===== config.mk =====
export PLATFORM = sky130hd
export DESIGN_NAME = per_entry_circuit_breaker
export DESIGN_NICKNAME = d
export VERILOG_FILES = /design/src/rtl/cbk_pkg.sv /design/src/rtl/cbk_ram.sv /design/src/rtl/cbk_update.sv /design/src/rtl/per_entry_circuit_breaker.sv
export SDC_FILE = /design/constraint.sdc
export NUM_CORES = 2
export LEC_CHECK = 0
export BUFFER_PORTS_ARGS = -buffer_cell sky130_fd_sc_hd__buf_2
export CORE_ASPECT_RATIO = 1.75
export CORE_MARGIN = 1.5
export CORE_UTILIZATION = 25
export DETAILED_ROUTE_END_ITERATION = 8
export GPL_TIMING_DRIVEN = 0
export SLEW_MARGIN = 20
export SYNTH_ARGS = -nofsm -noshare
export SYNTH_HDL_FRONTEND = slang
export SYNTH_SLANG_ARGS = --single-unit

===== constraint.sdc =====
create_clock -name clock -period 9.7 [get_ports clock]
set_input_delay 1.455 -clock clock [delete_from_list [all_inputs] [get_ports clock]]
set_output_delay 1.455 -clock clock [all_outputs]
set_load 0.03 [all_outputs]

===== src/rtl/cbk_pkg.sv =====
// Shared types and constants for the per-entry circuit breaker.
// No dependencies; imported by cbk_update and per_entry_circuit_breaker.
package cbk_pkg;

   typedef enum logic [1:0] {
      CMD_ALLOW   = 2'd0,
      CMD_SUCCESS = 2'd1,
      CMD_FAILURE = 2'd2,
      CMD_RELEASE = 2'd3
   } cmd_type;

   typedef enum logic [1:0] {
      MODE_CLOSED = 2'd0,
      MODE_OPEN   = 2'd1,
      MODE_HALF   = 2'd2
   } breaker_mode_type;

   // Control part of one table entry; the deadline travels beside it.
   typedef struct packed {
      logic             probe;
      logic [7:0]       tally;
      breaker_mode_type mode;
   } entry_flags_type;

   localparam int FLAG_W = $bits(entry_flags_type);

   localparam logic CSR_FAIL_THRESHOLD   = 1'b0;
   localparam logic CSR_COOLDOWN_SECONDS = 1'b1;

   localparam logic [5:0]  THRESH_MIN     = 6'd1;
   localparam logic [5:0]  THRESH_MAX     = 6'd50;
   localparam logic [5:0]  THRESH_RST     = 6'd3;
   localparam logic [7:0]  TALLY_MAX      = 8'd255;
   localparam int          COOLDOWN_US_W  = 36;
   localparam logic [19:0] USEC_PER_SEC   = 20'd1000000;
   localparam logic [35:0] COOLDOWN_US_RST = 36'd60000000;

   // Stored deadline width: wide enough that an unsaturated deadline never wraps.
   function automatic int cbk_dl_width(input int time_bits);
      return (time_bits > COOLDOWN_US_W + 1) ? time_bits : COOLDOWN_US_W + 1;
   endfunction

endpackage


===== src/rtl/cbk_ram.sv =====
// Generic single-write, single-read RAM with registered read data.
// No dependencies; holds the breaker table.
module cbk_ram #(
   parameter int WIDTH = 8,
   parameter int DEPTH = 64
) (
   input  logic                                  clock,
   input  logic                                  we,
   input  logic [(DEPTH > 1 ? $clog2(DEPTH) : 1)-1:0] waddr,
   input  logic [WIDTH-1:0]                      wdata,
   input  logic                                  re,
   input  logic [(DEPTH > 1 ? $clog2(DEPTH) : 1)-1:0] raddr,
   output logic [WIDTH-1:0]                      rdata
);

   logic [WIDTH-1:0] mem [DEPTH];
   logic [WIDTH-1:0] rdata_ff;

   always_ff @(posedge clock) begin
      if (we) begin
         mem[waddr] <= wdata;
      end
      if (re) begin
         rdata_ff <= mem[raddr];
      end
   end

   assign rdata = rdata_ff;

endmodule


===== src/rtl/cbk_update.sv =====
// Next-state logic for one breaker entry: command decode, failure count,
// cooldown deadline arming. Depends on cbk_pkg.
module cbk_update import cbk_pkg::*; #(
   parameter int TIME_BITS = 48
) (
   input  cmd_type                                 cmd,
   input  logic [cbk_dl_width(TIME_BITS)-1:0]      now,
   input  entry_flags_type                         flags_cur,
   input  logic [cbk_dl_width(TIME_BITS)-1:0]      deadline_cur,
   input  logic [5:0]                              threshold,
   input  logic [COOLDOWN_US_W-1:0]                cooldown_us,
   output entry_flags_type                         flags_nxt,
   output logic [cbk_dl_width(TIME_BITS)-1:0]      deadline_nxt,
   output logic                                    allowed
);

   localparam int DL_W  = cbk_dl_width(TIME_BITS);
   localparam int SUM_W = ((TIME_BITS > COOLDOWN_US_W) ? TIME_BITS : COOLDOWN_US_W) + 1;
   localparam logic [64:0] MASK65 = (65'd1 << TIME_BITS) - 65'd1;
   localparam logic [SUM_W-1:0] TIME_MASK = MASK65[SUM_W-1:0];

   logic [SUM_W-1:0] now_ext;
   logic [SUM_W-1:0] add_ext;
   logic [SUM_W-1:0] sum;
   logic             saturate;
   logic [DL_W-1:0]  open_deadline;
   logic [7:0]       tally_inc;

   // Deadline clips to the top of the time range, unless the cooldown alone exceeds it
   assign now_ext       = SUM_W'(now);
   assign add_ext       = SUM_W'(cooldown_us);
   assign sum           = now_ext + add_ext;
   assign saturate      = (add_ext <= TIME_MASK) && (sum > TIME_MASK);
   assign open_deadline = saturate ? MASK65[DL_W-1:0] : sum[DL_W-1:0];
   assign tally_inc     = (flags_cur.tally == TALLY_MAX) ? TALLY_MAX : flags_cur.tally + 8'd1;

   always_comb begin
      logic do_open;
      do_open      = 1'b0;
      flags_nxt    = flags_cur;
      deadline_nxt = deadline_cur;
      allowed      = 1'b0;
      case (cmd)
         CMD_ALLOW: begin
            case (flags_cur.mode)
               MODE_OPEN: begin
                  if (now >= deadline_cur) begin
                     flags_nxt.mode  = MODE_HALF;
                     flags_nxt.probe = 1'b1;
                     allowed         = 1'b1;
                  end
               end
               MODE_HALF: begin
                  if (!flags_cur.probe) begin
                     flags_nxt.probe = 1'b1;
                     allowed         = 1'b1;
                  end
               end
               default: begin
                  allowed = 1'b1;
               end
            endcase
         end
         CMD_SUCCESS: begin
            flags_nxt.mode  = MODE_CLOSED;
            flags_nxt.tally = 8'd0;
            flags_nxt.probe = 1'b0;
            deadline_nxt    = '0;
         end
         CMD_FAILURE: begin
            case (flags_cur.mode)
               MODE_HALF: begin
                  flags_nxt.tally = tally_inc;
                  do_open         = 1'b1;
               end
               MODE_CLOSED: begin
                  flags_nxt.tally = tally_inc;
                  do_open         = (tally_inc >= 8'(threshold));
               end
               default: begin
               end
            endcase
         end
         CMD_RELEASE: begin
            do_open = (flags_cur.mode == MODE_HALF) && flags_cur.probe;
         end
         default: begin
         end
      endcase
      if (do_open) begin
         flags_nxt.mode  = MODE_OPEN;
         flags_nxt.probe = 1'b0;
         deadline_nxt    = open_deadline;
      end
   end

endmodule


===== src/rtl/per_entry_circuit_breaker.sv =====
// Top level of the per-entry circuit breaker: input stage, table RAM,
// write-back forwarding and result register. Depends on cbk_pkg, cbk_ram, cbk_update.
//
//   channel  prefix  direction  handshake   carries
//   request  req_    in         valid/ready cmd, entry_index, now_us
//   response rsp_    out        valid/ready allowed, breaker_now, failures_now
//   config   csr_    in         write only  fail_threshold, cooldown_seconds
//
// One item per cycle sustained while responses are taken; an accepted item passes the
// input stage and then the result register before its result handshake
// (table read into the input stage, then update and write-back into rsp).
// After reset a clearing pass writes every entry, with req_ready low;
// config writes are taken throughout.
// A stalled response holds the input stage; outside clearing, req_ready drops only when both are full.
module per_entry_circuit_breaker import cbk_pkg::*; #(
   parameter int NUM_ENTRIES = 64,
   parameter int TIME_BITS   = 48
) (
   input  logic        clock,
   input  logic        reset,
   input  logic        req_valid,
   output logic        req_ready,
   input  logic [1:0]  req_cmd,
   input  logic [5:0]  req_entry_index,
   input  logic [47:0] req_now_us,
   output logic        rsp_valid,
   input  logic        rsp_ready,
   output logic        rsp_allowed,
   output logic [1:0]  rsp_breaker_now,
   output logic [7:0]  rsp_failures_now,
   input  logic        csr_we,
   input  logic        csr_index,
   input  logic [15:0] csr_wdata
);

   localparam int ADDR_W = (NUM_ENTRIES > 1) ? $clog2(NUM_ENTRIES) : 1;
   localparam int CNT_W  = $clog2(NUM_ENTRIES + 1);
   localparam int CMP_W  = (CNT_W > 6) ? CNT_W : 6;
   localparam int DL_W   = cbk_dl_width(TIME_BITS);
   localparam int WORD_W = FLAG_W + DL_W;
   localparam logic [CMP_W-1:0]  ENTRIES_C = CMP_W'(NUM_ENTRIES);
   localparam logic [ADDR_W-1:0] LAST_ADDR = ADDR_W'(NUM_ENTRIES - 1);

   // configuration
   logic [5:0]               thr_ff, thr_in;
   logic [COOLDOWN_US_W-1:0] cooldown_us_ff, cooldown_us_in;

   // clearing pass
   logic              clearing_ff, clearing_in;
   logic [ADDR_W-1:0] clr_addr_ff, clr_addr_in;

   // input stage
   logic              s1_valid_ff, s1_valid_in;
   cmd_type           s1_cmd_ff, s1_cmd_in;
   logic              s1_ok_ff, s1_ok_in;
   logic [ADDR_W-1:0] s1_addr_ff, s1_addr_in;
   logic [DL_W-1:0]   s1_now_ff, s1_now_in;

   // last write into the table
   logic              fwd_valid_ff, fwd_valid_in;
   logic [ADDR_W-1:0] fwd_addr_ff, fwd_addr_in;
   logic [WORD_W-1:0] fwd_data_ff, fwd_data_in;

   // result register
   logic       rsp_valid_ff, rsp_valid_in;
   logic       rsp_allowed_ff, rsp_allowed_in;
   logic [1:0] rsp_mode_ff, rsp_mode_in;
   logic [7:0] rsp_tally_ff, rsp_tally_in;

   logic              accept;
   logic              s1_advance;
   logic              s1_fire;
   logic [CMP_W-1:0]  req_idx_ext;
   logic              ram_we;
   logic [ADDR_W-1:0] ram_waddr;
   logic [WORD_W-1:0] ram_wdata;
   logic [WORD_W-1:0] ram_rdata;
   logic [WORD_W-1:0] cur_word;
   entry_flags_type   flags_cur, flags_nxt;
   logic [DL_W-1:0]   deadline_cur, deadline_nxt;
   logic              upd_allowed;
   logic [5:0]        thr_raw;

   assign s1_advance  = !rsp_valid_ff || rsp_ready;
   assign s1_fire     = s1_valid_ff && s1_advance;
   assign req_ready   = !clearing_ff && (!s1_valid_ff || s1_advance);
   assign accept      = req_valid && req_ready;
   assign req_idx_ext = CMP_W'(req_entry_index);

   // Entry read at acceptance; the previous write-back is not yet visible in the RAM
   assign cur_word = (fwd_valid_ff && (fwd_addr_ff == s1_addr_ff)) ? fwd_data_ff : ram_rdata;
   assign flags_cur    = entry_flags_type'(cur_word[WORD_W-1:DL_W]);
   assign deadline_cur = cur_word[DL_W-1:0];

   assign ram_we    = clearing_ff || (s1_fire && s1_ok_ff);
   assign ram_waddr = clearing_ff ? clr_addr_ff : s1_addr_ff;
   assign ram_wdata = clearing_ff ? '0 : {flags_nxt, deadline_nxt};

   cbk_ram #(
      .WIDTH (WORD_W),
      .DEPTH (NUM_ENTRIES)
   ) u_table (
      .clock (clock),
      .we    (ram_we),
      .waddr (ram_waddr),
      .wdata (ram_wdata),
      .re    (accept),
      .raddr (req_idx_ext[ADDR_W-1:0]),
      .rdata (ram_rdata)
   );

   cbk_update #(
      .TIME_BITS (TIME_BITS)
   ) u_update (
      .cmd          (s1_cmd_ff),
      .now          (s1_now_ff),
      .flags_cur    (flags_cur),
      .deadline_cur (deadline_cur),
      .threshold    (thr_ff),
      .cooldown_us  (cooldown_us_ff),
      .flags_nxt    (flags_nxt),
      .deadline_nxt (deadline_nxt),
      .allowed      (upd_allowed)
   );

   assign thr_raw = csr_wdata[5:0];

   always_comb begin
      thr_in         = thr_ff;
      cooldown_us_in = cooldown_us_ff;
      if (csr_we) begin
         case (csr_index)
            CSR_FAIL_THRESHOLD: begin
               if (thr_raw < THRESH_MIN) begin
                  thr_in = THRESH_MIN;
               end else if (thr_raw > THRESH_MAX) begin
                  thr_in = THRESH_MAX;
               end else begin
                  thr_in = thr_raw;
               end
            end
            CSR_COOLDOWN_SECONDS: begin
               cooldown_us_in = COOLDOWN_US_W'(csr_wdata) * COOLDOWN_US_W'(USEC_PER_SEC);
            end
            default: begin
            end
         endcase
      end

      clearing_in = clearing_ff;
      clr_addr_in = clr_addr_ff;
      if (clearing_ff) begin
         clr_addr_in = clr_addr_ff + ADDR_W'(1);
         if (clr_addr_ff == LAST_ADDR) begin
            clearing_in = 1'b0;
         end
      end

      s1_valid_in = s1_valid_ff;
      s1_cmd_in   = s1_cmd_ff;
      s1_ok_in    = s1_ok_ff;
      s1_addr_in  = s1_addr_ff;
      s1_now_in   = s1_now_ff;
      if (accept) begin
         s1_valid_in = 1'b1;
         s1_cmd_in   = cmd_type'(req_cmd);
         s1_ok_in    = (req_idx_ext < ENTRIES_C);
         s1_addr_in  = req_idx_ext[ADDR_W-1:0];
         s1_now_in   = DL_W'(TIME_BITS'(req_now_us));
      end else if (s1_fire) begin
         s1_valid_in = 1'b0;
      end

      fwd_valid_in = fwd_valid_ff;
      fwd_addr_in  = fwd_addr_ff;
      fwd_data_in  = fwd_data_ff;
      if (ram_we) begin
         fwd_valid_in = 1'b1;
         fwd_addr_in  = ram_waddr;
         fwd_data_in  = ram_wdata;
      end

      rsp_valid_in   = rsp_valid_ff;
      rsp_allowed_in = rsp_allowed_ff;
      rsp_mode_in    = rsp_mode_ff;
      rsp_tally_in   = rsp_tally_ff;
      if (s1_fire) begin
         rsp_valid_in = 1'b1;
         if (s1_ok_ff) begin
            rsp_allowed_in = upd_allowed;
            rsp_mode_in    = flags_nxt.mode;
            rsp_tally_in   = flags_nxt.tally;
         end else begin
            // index beyond the table: no state, queries pass
            rsp_allowed_in = (s1_cmd_ff == CMD_ALLOW);
            rsp_mode_in    = MODE_CLOSED;
            rsp_tally_in   = 8'd0;
         end
      end else if (rsp_ready) begin
         rsp_valid_in = 1'b0;
      end
   end

   always_ff @(posedge clock) begin
      if (reset) begin
         thr_ff         <= THRESH_RST;
         cooldown_us_ff <= COOLDOWN_US_RST;
         clearing_ff    <= 1'b1;
         clr_addr_ff    <= '0;
         s1_valid_ff    <= 1'b0;
         fwd_valid_ff   <= 1'b0;
         rsp_valid_ff   <= 1'b0;
      end else begin
         thr_ff         <= thr_in;
         cooldown_us_ff <= cooldown_us_in;
         clearing_ff    <= clearing_in;
         clr_addr_ff    <= clr_addr_in;
         s1_valid_ff    <= s1_valid_in;
         fwd_valid_ff   <= fwd_valid_in;
         rsp_valid_ff   <= rsp_valid_in;
      end
      s1_cmd_ff      <= s1_cmd_in;
      s1_ok_ff       <= s1_ok_in;
      s1_addr_ff     <= s1_addr_in;
      s1_now_ff      <= s1_now_in;
      fwd_addr_ff    <= fwd_addr_in;
      fwd_data_ff    <= fwd_data_in;
      rsp_allowed_ff <= rsp_allowed_in;
      rsp_mode_ff    <= rsp_mode_in;
      rsp_tally_ff   <= rsp_tally_in;
   end

   assign rsp_valid        = rsp_valid_ff;
   assign rsp_allowed      = rsp_allowed_ff;
   assign rsp_breaker_now  = rsp_mode_ff;
   assign rsp_failures_now = rsp_tally_ff;

   // No item may sit in the input stage while the table is being cleared
   a_no_item_while_clearing: assert property (@(posedge clock) disable iff (reset)
      clearing_ff |-> !s1_valid_ff)
      else $error("item in input stage during clearing pass");

   // A finished update always lands in the result register
   a_fire_loads_rsp: assert property (@(posedge clock) disable iff (reset)
      s1_fire |=> rsp_valid_ff)
      else $error("update fired without a result");

   // Only an allow query can grant
   a_allow_only_query: assert property (@(posedge clock) disable iff (reset)
      (s1_fire && s1_cmd_ff != CMD_ALLOW) |=> !rsp_allowed_ff)
      else $error("grant on a non-query command");

   // A breaker can only have left closed through at least one failure
   a_open_has_failures: assert property (@(posedge clock) disable iff (reset)
      (rsp_valid_ff && rsp_mode_ff != MODE_CLOSED) |-> (rsp_tally_ff != 8'd0))
      else $error("breaker not closed with zero failures");

   a_mode_legal: assert property (@(posedge clock) disable iff (reset)
      rsp_valid_ff |-> (rsp_mode_ff == MODE_CLOSED || rsp_mode_ff == MODE_OPEN ||
                        rsp_mode_ff == MODE_HALF))
      else $error("illegal breaker state reported");

endmodule


======== Word level (Yosys, flattened, before mapping) ========
Memories as Yosys holds them, arrays and structs flattened. A register that Yosys moved wholly into a read port is not among the register bits.
Cells that the tools add are included.
word-level totals
  output and inout port bits .............. 13
  logic and storage cells ................. 91
  bits in writable memories ............... 3776
  flip-flop bits (word level) ............. 179
  memories kept ........................... 1
cells by class
  equal/unequal tests ..................... 8
  $lt $le $gt $ge ......................... 7
  bitwise gates (word level) .............. 1
  reductions and logical operators ........ 20
  mux-type cells .......................... 34
  multipliers ............................. 1
  add/sub/neg operators ................... 3
memory list
  memory       depth  bits a word  read ports  clocked after memory_dff  wr ports  RTL line       source
  u_table.mem  64     59           1           1                         1         cbk_ram.sv:16  logic [WIDTH-1:0] mem [DEPTH];
operators by type and width
  operator                                                                             number
  48-bit 2-to-1 mux                                                                    3
  59-bit 2-to-1 mux                                                                    2
  48-bit by 36-bit adder with 49-bit output                                            1
  49-bit by 48-bit > comparator with 1-bit output (second input constant)              1
  48-bit greater-or-equal comparator                                                   1
  36-bit by 48-bit less-or-equal comparator with 1-bit output (second input constant)  1
  16-bit by 14-bit multiplier with 30-bit output (second input constant)               1
  6-bit 2-to-1 mux                                                                     3
  8-bit 2-to-1 mux                                                                     2
  8-bit case mux with 2 select lines                                                   1
  1-bit 2-to-1 mux                                                                     14
  1-bit case mux with 2 select lines                                                   5
  8-bit by 1-bit adder with 8-bit output (second input constant)                       1
  8-bit == test (second input constant)                                                1
  8-bit by 6-bit greater-or-equal comparator with 1-bit output                         1
  1-bit logical AND                                                                    7
  6-bit by 7-bit less-than comparator with 1-bit output (second input constant)        1
  6-bit by 1-bit adder with 6-bit output (second input constant)                       1
  2-bit == test (second input constant)                                                3
  6-bit == test                                                                        1
  6-bit == test (second input constant)                                                1
  6-bit > comparator (second input constant)                                           1
  6-bit by 1-bit less-than comparator with 1-bit output (second input constant)        1
  2-bit 2-to-1 mux                                                                     3
  other kinds (9)                                                                      17

======== Longest topological paths before layout ========
  word-level depth ........................ 10
  depth in mapped cells ................... 20
  mapped depth without buffers ............ 20

======== Modules after synthesis ========
From an unflattened synthesis, not the netlist that was laid out.
second synthesis, totals
  cell total of the unflattened synthesis .. 7747
  area total of the unflattened synthesis .. 160705.4 um^2
modules (own cells, without submodules)
  module                     cells an instance  area an instance (um^2)  times used  seq. area each (um^2)
  cbk_ram                    6130               145050.4                 1           115160.4
  per_entry_circuit_breaker  908                10844.2                  1           4884.7
  cbk_update                 709                4810.9                   1           0.0

======== Worst setup path before layout ========
No wires, ideal clock.
  kind .................................... register to register
  start ................................... register s1_addr_ff[3]
  end ..................................... register fwd_data_ff[56], data pin
  path slack .............................. 0.615 ns
  cell stages (with the launch flop) ...... 8
  data arrival time ....................... 7.779 ns
  library setup time ...................... 1.306 ns
  data required time ...................... 8.394 ns
  clock period less this slack ............ 9.085 ns
  cells stage by stage .................... edfxtp_1 > xor2_1 > or3_4 > nor2_1 > mux2i_1 > nand2_1 > clkbuf_1 > a2111oi_0
on the way
  word-level cells in the longest chain between the ends .. 8
RTL lines
  item                                                                  RTL line                          source
  from (decl)                                                           per_entry_circuit_breaker.sv:56   logic [ADDR_W-1:0] s1_addr_ff, s1_addr_in;
  from (signal assigned)                                                per_entry_circuit_breaker.sv:224  s1_addr_ff <= s1_addr_in;
  6-bit == test (*)                                                     per_entry_circuit_breaker.sv:91   assign cur_word = (fwd_valid_ff && (fwd_addr_ff == s1_addr_ff)) ? fwd_data_ff : ram_rdata;
  1-bit logical AND (*)                                                 per_entry_circuit_breaker.sv:91
  59-bit 2-to-1 mux (*)                                                 per_entry_circuit_breaker.sv:91
  8-bit by 1-bit adder with 8-bit output, or another cell as far along  cbk_update.sv:35                  assign tally_inc = (flags_cur.tally == TALLY_MAX) ? TALLY_MAX : flags_cur.tally + 8'd1;
  8-bit 2-to-1 mux or 2-bit OR reduction (tied branches)                -
  8-bit 2-to-1 mux                                                      cbk_update.sv:71                  case (flags_cur.mode)
  8-bit case mux with 2 select lines (*)                                cbk_update.sv:43                  case (cmd)
  59-bit 2-to-1 mux (*)                                                 per_entry_circuit_breaker.sv:97   assign ram_wdata = clearing_ff ? '0 : {flags_nxt, deadline_nxt};
  named net ram_wdata[56]                                               per_entry_circuit_breaker.sv:76   logic [WORD_W-1:0] ram_wdata;
  to (signal assigned)                                                  per_entry_circuit_breaker.sv:227  fwd_data_ff <= fwd_data_in;
  to (decl)                                                             per_entry_circuit_breaker.sv:62   logic [WORD_W-1:0] fwd_data_ff, fwd_data_in;
Mark *: on every way through the listed nets, which the timed path passes. The rest lies on a longest branch.
A chain may end at the register's enable or synchronous reset.

======== Worst setup path in the final report ========
  start ................................... register s1_addr_ff[3]
  end ..................................... memory u_table.mem[44][58] (netlist bit), data pin
on the way
  word-level cells in the longest chain between the ends .. 10
RTL lines
  item                                                                     RTL line                         source
  6-bit == test (*)                                                        per_entry_circuit_breaker.sv:91
  1-bit logical AND (*)                                                    per_entry_circuit_breaker.sv:91
  59-bit 2-to-1 mux (*)                                                    per_entry_circuit_breaker.sv:91
  8-bit by 1-bit adder with 8-bit output or 8-bit == test (tied branches)  cbk_update.sv:35
  8-bit 2-to-1 mux                                                         cbk_update.sv:35
  8-bit by 6-bit greater-or-equal comparator with 1-bit output             cbk_update.sv:78                 do_open = (tally_inc >= 8'(threshold));
  1-bit case mux with 2 select lines                                       cbk_update.sv:71
  1-bit case mux with 2 select lines                                       cbk_update.sv:43
  1-bit 2-to-1 mux (*)                                                     cbk_update.sv:90                 if (do_open) begin
  59-bit 2-to-1 mux (*)                                                    per_entry_circuit_breaker.sv:97
  named net ram_wdata[58]                                                  per_entry_circuit_breaker.sv:76
  to (decl)                                                                cbk_ram.sv:16
Marked as above.

==> impl_results.md <==
- First-pass DRT Iterations: 6
- Post-cts sizing count: 0
- Logic pwr share: 7.7%
- Die Y: 1060 um
- Setup TNS: 0 ps
- Leading cell type in the layout, fill and taps excluded: edfxtp_1
- Area growth syn-to-layout: 20.0%
- Worst VDD drop: 0.156 mV
- Min Tclk post-route: 7240 ps
- Share of the synthesized area in the top cell type: 74.7%
- Routability cong.: 0.944
- Hold crit path type: reg2reg
- Hold WS: 475 ps
- WL/cell: 31.3 um
- Max-cap violation count: 0
- Initial detailed-routing violation count: 10400
- CTS Hold Bufs: 0
- Vias: 80100
- Largest net degree at the start of global routing: 66
- Worst setup EP type: register
- Switching Fraction: 22.8%
- GR Util All Layers: 15.8%
- Post-Syn Nets: 7306
- Crit path DAT: 8050 ps
- Clock Power Share: 40.0%
- Slew Limit Headroom: 17.3%
- Num Clock Sinks: 4013
- Setup crit start kind: register
- Cell-internal power: 0.0280 W
- Antenna-violating nets left: 0
- First-pass GRT wire length: 694000 um
- Worst-margin pin slew: 1240 ps
- Final Skew: 92.4 ps
- Final core utilization: 30.1%
- Leading area contributor after synthesis: edfxtp_1
- Clk buf depth: 5
- Setup Crit Path Kind: reg2reg
- CTS tree: built
- Max Fanout on Critical Path: 13
- Synthesized area: 159000 um2
- Post-synth EDFFs: 3967
- Clock Latency Late Sink: 1020 ps
- Hold Vio Cnt, Final: 0
- Clk pin slew, worst setup/hold paths: 70 ps
- Core ar.: 635000 um2
- H-tree depth: 5
- DP Wirelength: 377000 um
- Full die area: 643000 um2
- Share of post-route cells with drive strength above 1: 31.3%
- RSZ-0062 raised after global routing: false
- Syn Inst Count: 6970
- Async SR Flop Fraction: 0%
- Avg Inst Size Synth: 22.9 um2
- Sequential element share of the synthesized area: 75.3%
- Die Width: 607 um
- CTS root buf: clkbuf_16
- Achievable Freq: 138 MHz
- Std-Cell Rows: 387
- Post-synthesis register bit count: 4013
- Flop pwr share: 52.3%
- P per Cell Area: 190 nW/um2
- Max-slew violations: 0
- Setup bufs post-CTS: 0
- Most frequent cells in the layout: 3967 x edfxtp_1, 1222 x mux4_2, 377 x clkbuf_16, 217 x buf_12, 212 x clkbuf_1
- Ys Warns: 0
- Final nets: 8170
- Unique masters post-synth: 80
- Routed wire length: 517000 um
- Setup violations, final: 0
- Primary FF master, synth: edfxtp_1
- Overall Power: 0.0363 W
- Grt ovf: 0
- Routed vias/inst: 4.85
- DR DRC count: 0
- Most area-consuming cells after synthesis: edfxtp_1 75%, mux4_2 17%, ha_1 1.6%, fa_1 0.70%, dfxtp_1 0.58%
- Leak pwr: 68.7 nW
- Status: finished clean
- Vias in the first global route: 82600
- Critical Path RT: 10510 ps
- Sw Pwr: 0.00828 W
- Num CTS Buffers: 375
- Part of the cycle the worst path needs: 74.6%
- IO Pins: 91
- Initial Util: 25.1%
- Initial antenna violation count: 50
- Port Buffers: 90
==> worst max-delay path: stages (launching register included) <==
cell and delay [ps]:
edfxtp_1 510, xor2_1 210, or3_4 440, nor2_1 310
buf_4 310, buf_2 440, buf_2 560, mux2i_1 240
ha_1 340, nand4_1 90, nor2_1 150, nand2_1 170
or3_1 600, a211oi_1 920, nor3_1 190, nor4_2 320
buf_4 270, buf_2 240, buf_4 210, buf_2 240
buf_2 260
==> logic make-up after synthesis <==
kind of cell	share of synthesized area, %
AOI/OAI and AO/OA	1.63
xor gates and xnor gates	0.368
adders and majority gates	2.29
buffers and inverters	1.14
DFF	75.3
muxes	17.9
and+or+nand+nor	1.36
==> path summary, 6_finish.rpt <==
kind                           start                             to  slack [ps]  cells after the start
max          s1_addr_ff[3]$_DFFE_PP_  u_table.mem[44][58]$_DFFE_PP_        2460                     20
min           thr_ff[4]$_SDFFE_PP0P_         thr_ff[4]$_SDFFE_PP0P_         480                      2
max reg2reg  s1_addr_ff[3]$_DFFE_PP_  u_table.mem[44][58]$_DFFE_PP_        2460                     20
min reg2reg   thr_ff[4]$_SDFFE_PP0P_         thr_ff[4]$_SDFFE_PP0P_         480                      2
==> flip-flops by register name (all words and copies together) (netlist names) <==
register / count
cooldown_us_ff: 30
fwd_data_ff: 59
u_table.mem: 3776
rsp_breaker_now: 2
s1_valid_ff: 1
clearing_ff: 1
s1_cmd_ff: 2
thr_ff: 6
fwd_valid_ff: 1
s1_now_ff: 48
s1_addr_ff: 6
rsp_valid: 1
u_table.rdata: 59
rsp_failures_now: 8
rsp_allowed: 1
clr_addr_ff: 6
fwd_addr_ff: 6
==> per-layer routing <==
metal	vias to the layer above	wire, um	share of wire [%]	GRT usage, %
met5	-	188	0.036	0.0825
met4	20	49900	9.7	13.2
met3	1277	40100	7.8	3.43
met2	4355	262000	51	27.5
met1	43000	165000	32	16.2
li1	31400	-	-	-
==> power by group through the flow <==
stage | registers [W] | logic, W | clock network (W)
floorplan | 0.0193 | 0.00176 | 0
global placement | 0.0194 | 0.00264 | 0
detailed placement | 0.0193 | 0.00275 | 0
CTS | 0.0190 | 0.00277 | 0.0147
global route | 0.0190 | 0.00302 | 0.0153
finish | 0.0190 | 0.00279 | 0.0145
==> synthesized netlist by cell type, types with 8 or more instances <==
cell type / count
a21oi_1: 99
mux2_2: 23
and2_1: 14
buf_2: 34
clkbuf_1: 194
nor3_1: 21
nand4_1: 24
edfxtp_1: 3967
nand3_1: 30
inv_1: 131
fa_1: 56
or3_1: 9
mux4_2: 1222
ha_1: 202
o21bai_1: 10
o21a_1: 14
nand2b_1: 9
o21ai_0: 61
o221a_1: 26
mux2i_1: 82
nor2_1: 179
and3_1: 8
buf_1: 98
nand2_1: 140
xnor2_1: 39
a21o_1: 34
a211oi_1: 15
dfxtp_1: 46
o211ai_1: 15
nor2b_1: 15
xor2_1: 28
o221a_2: 15
==> metrics by stage <==
step	worst slack [ps]	area (um2)	std cells
finish	2460	191000	16500
global route	2600	191000	16500
CTS	2620	191000	16500
detailed placement	2300	179000	15800
global placement	-5260	170000	15400
floorplan	615	159000	6970
==> layout make-up <==
class	instances	area (um2)
inverter	132	498
sequential	4013	120000
antenna	63	158
multi-input combinational	2494	38500
timing repair buffer	487	8550
clock buffer	458	9790
tap	8363	10500
clock inverter	189	1890
fill	60300	443000
buffer	331	1450
Power figures use the tool's default switching activity.
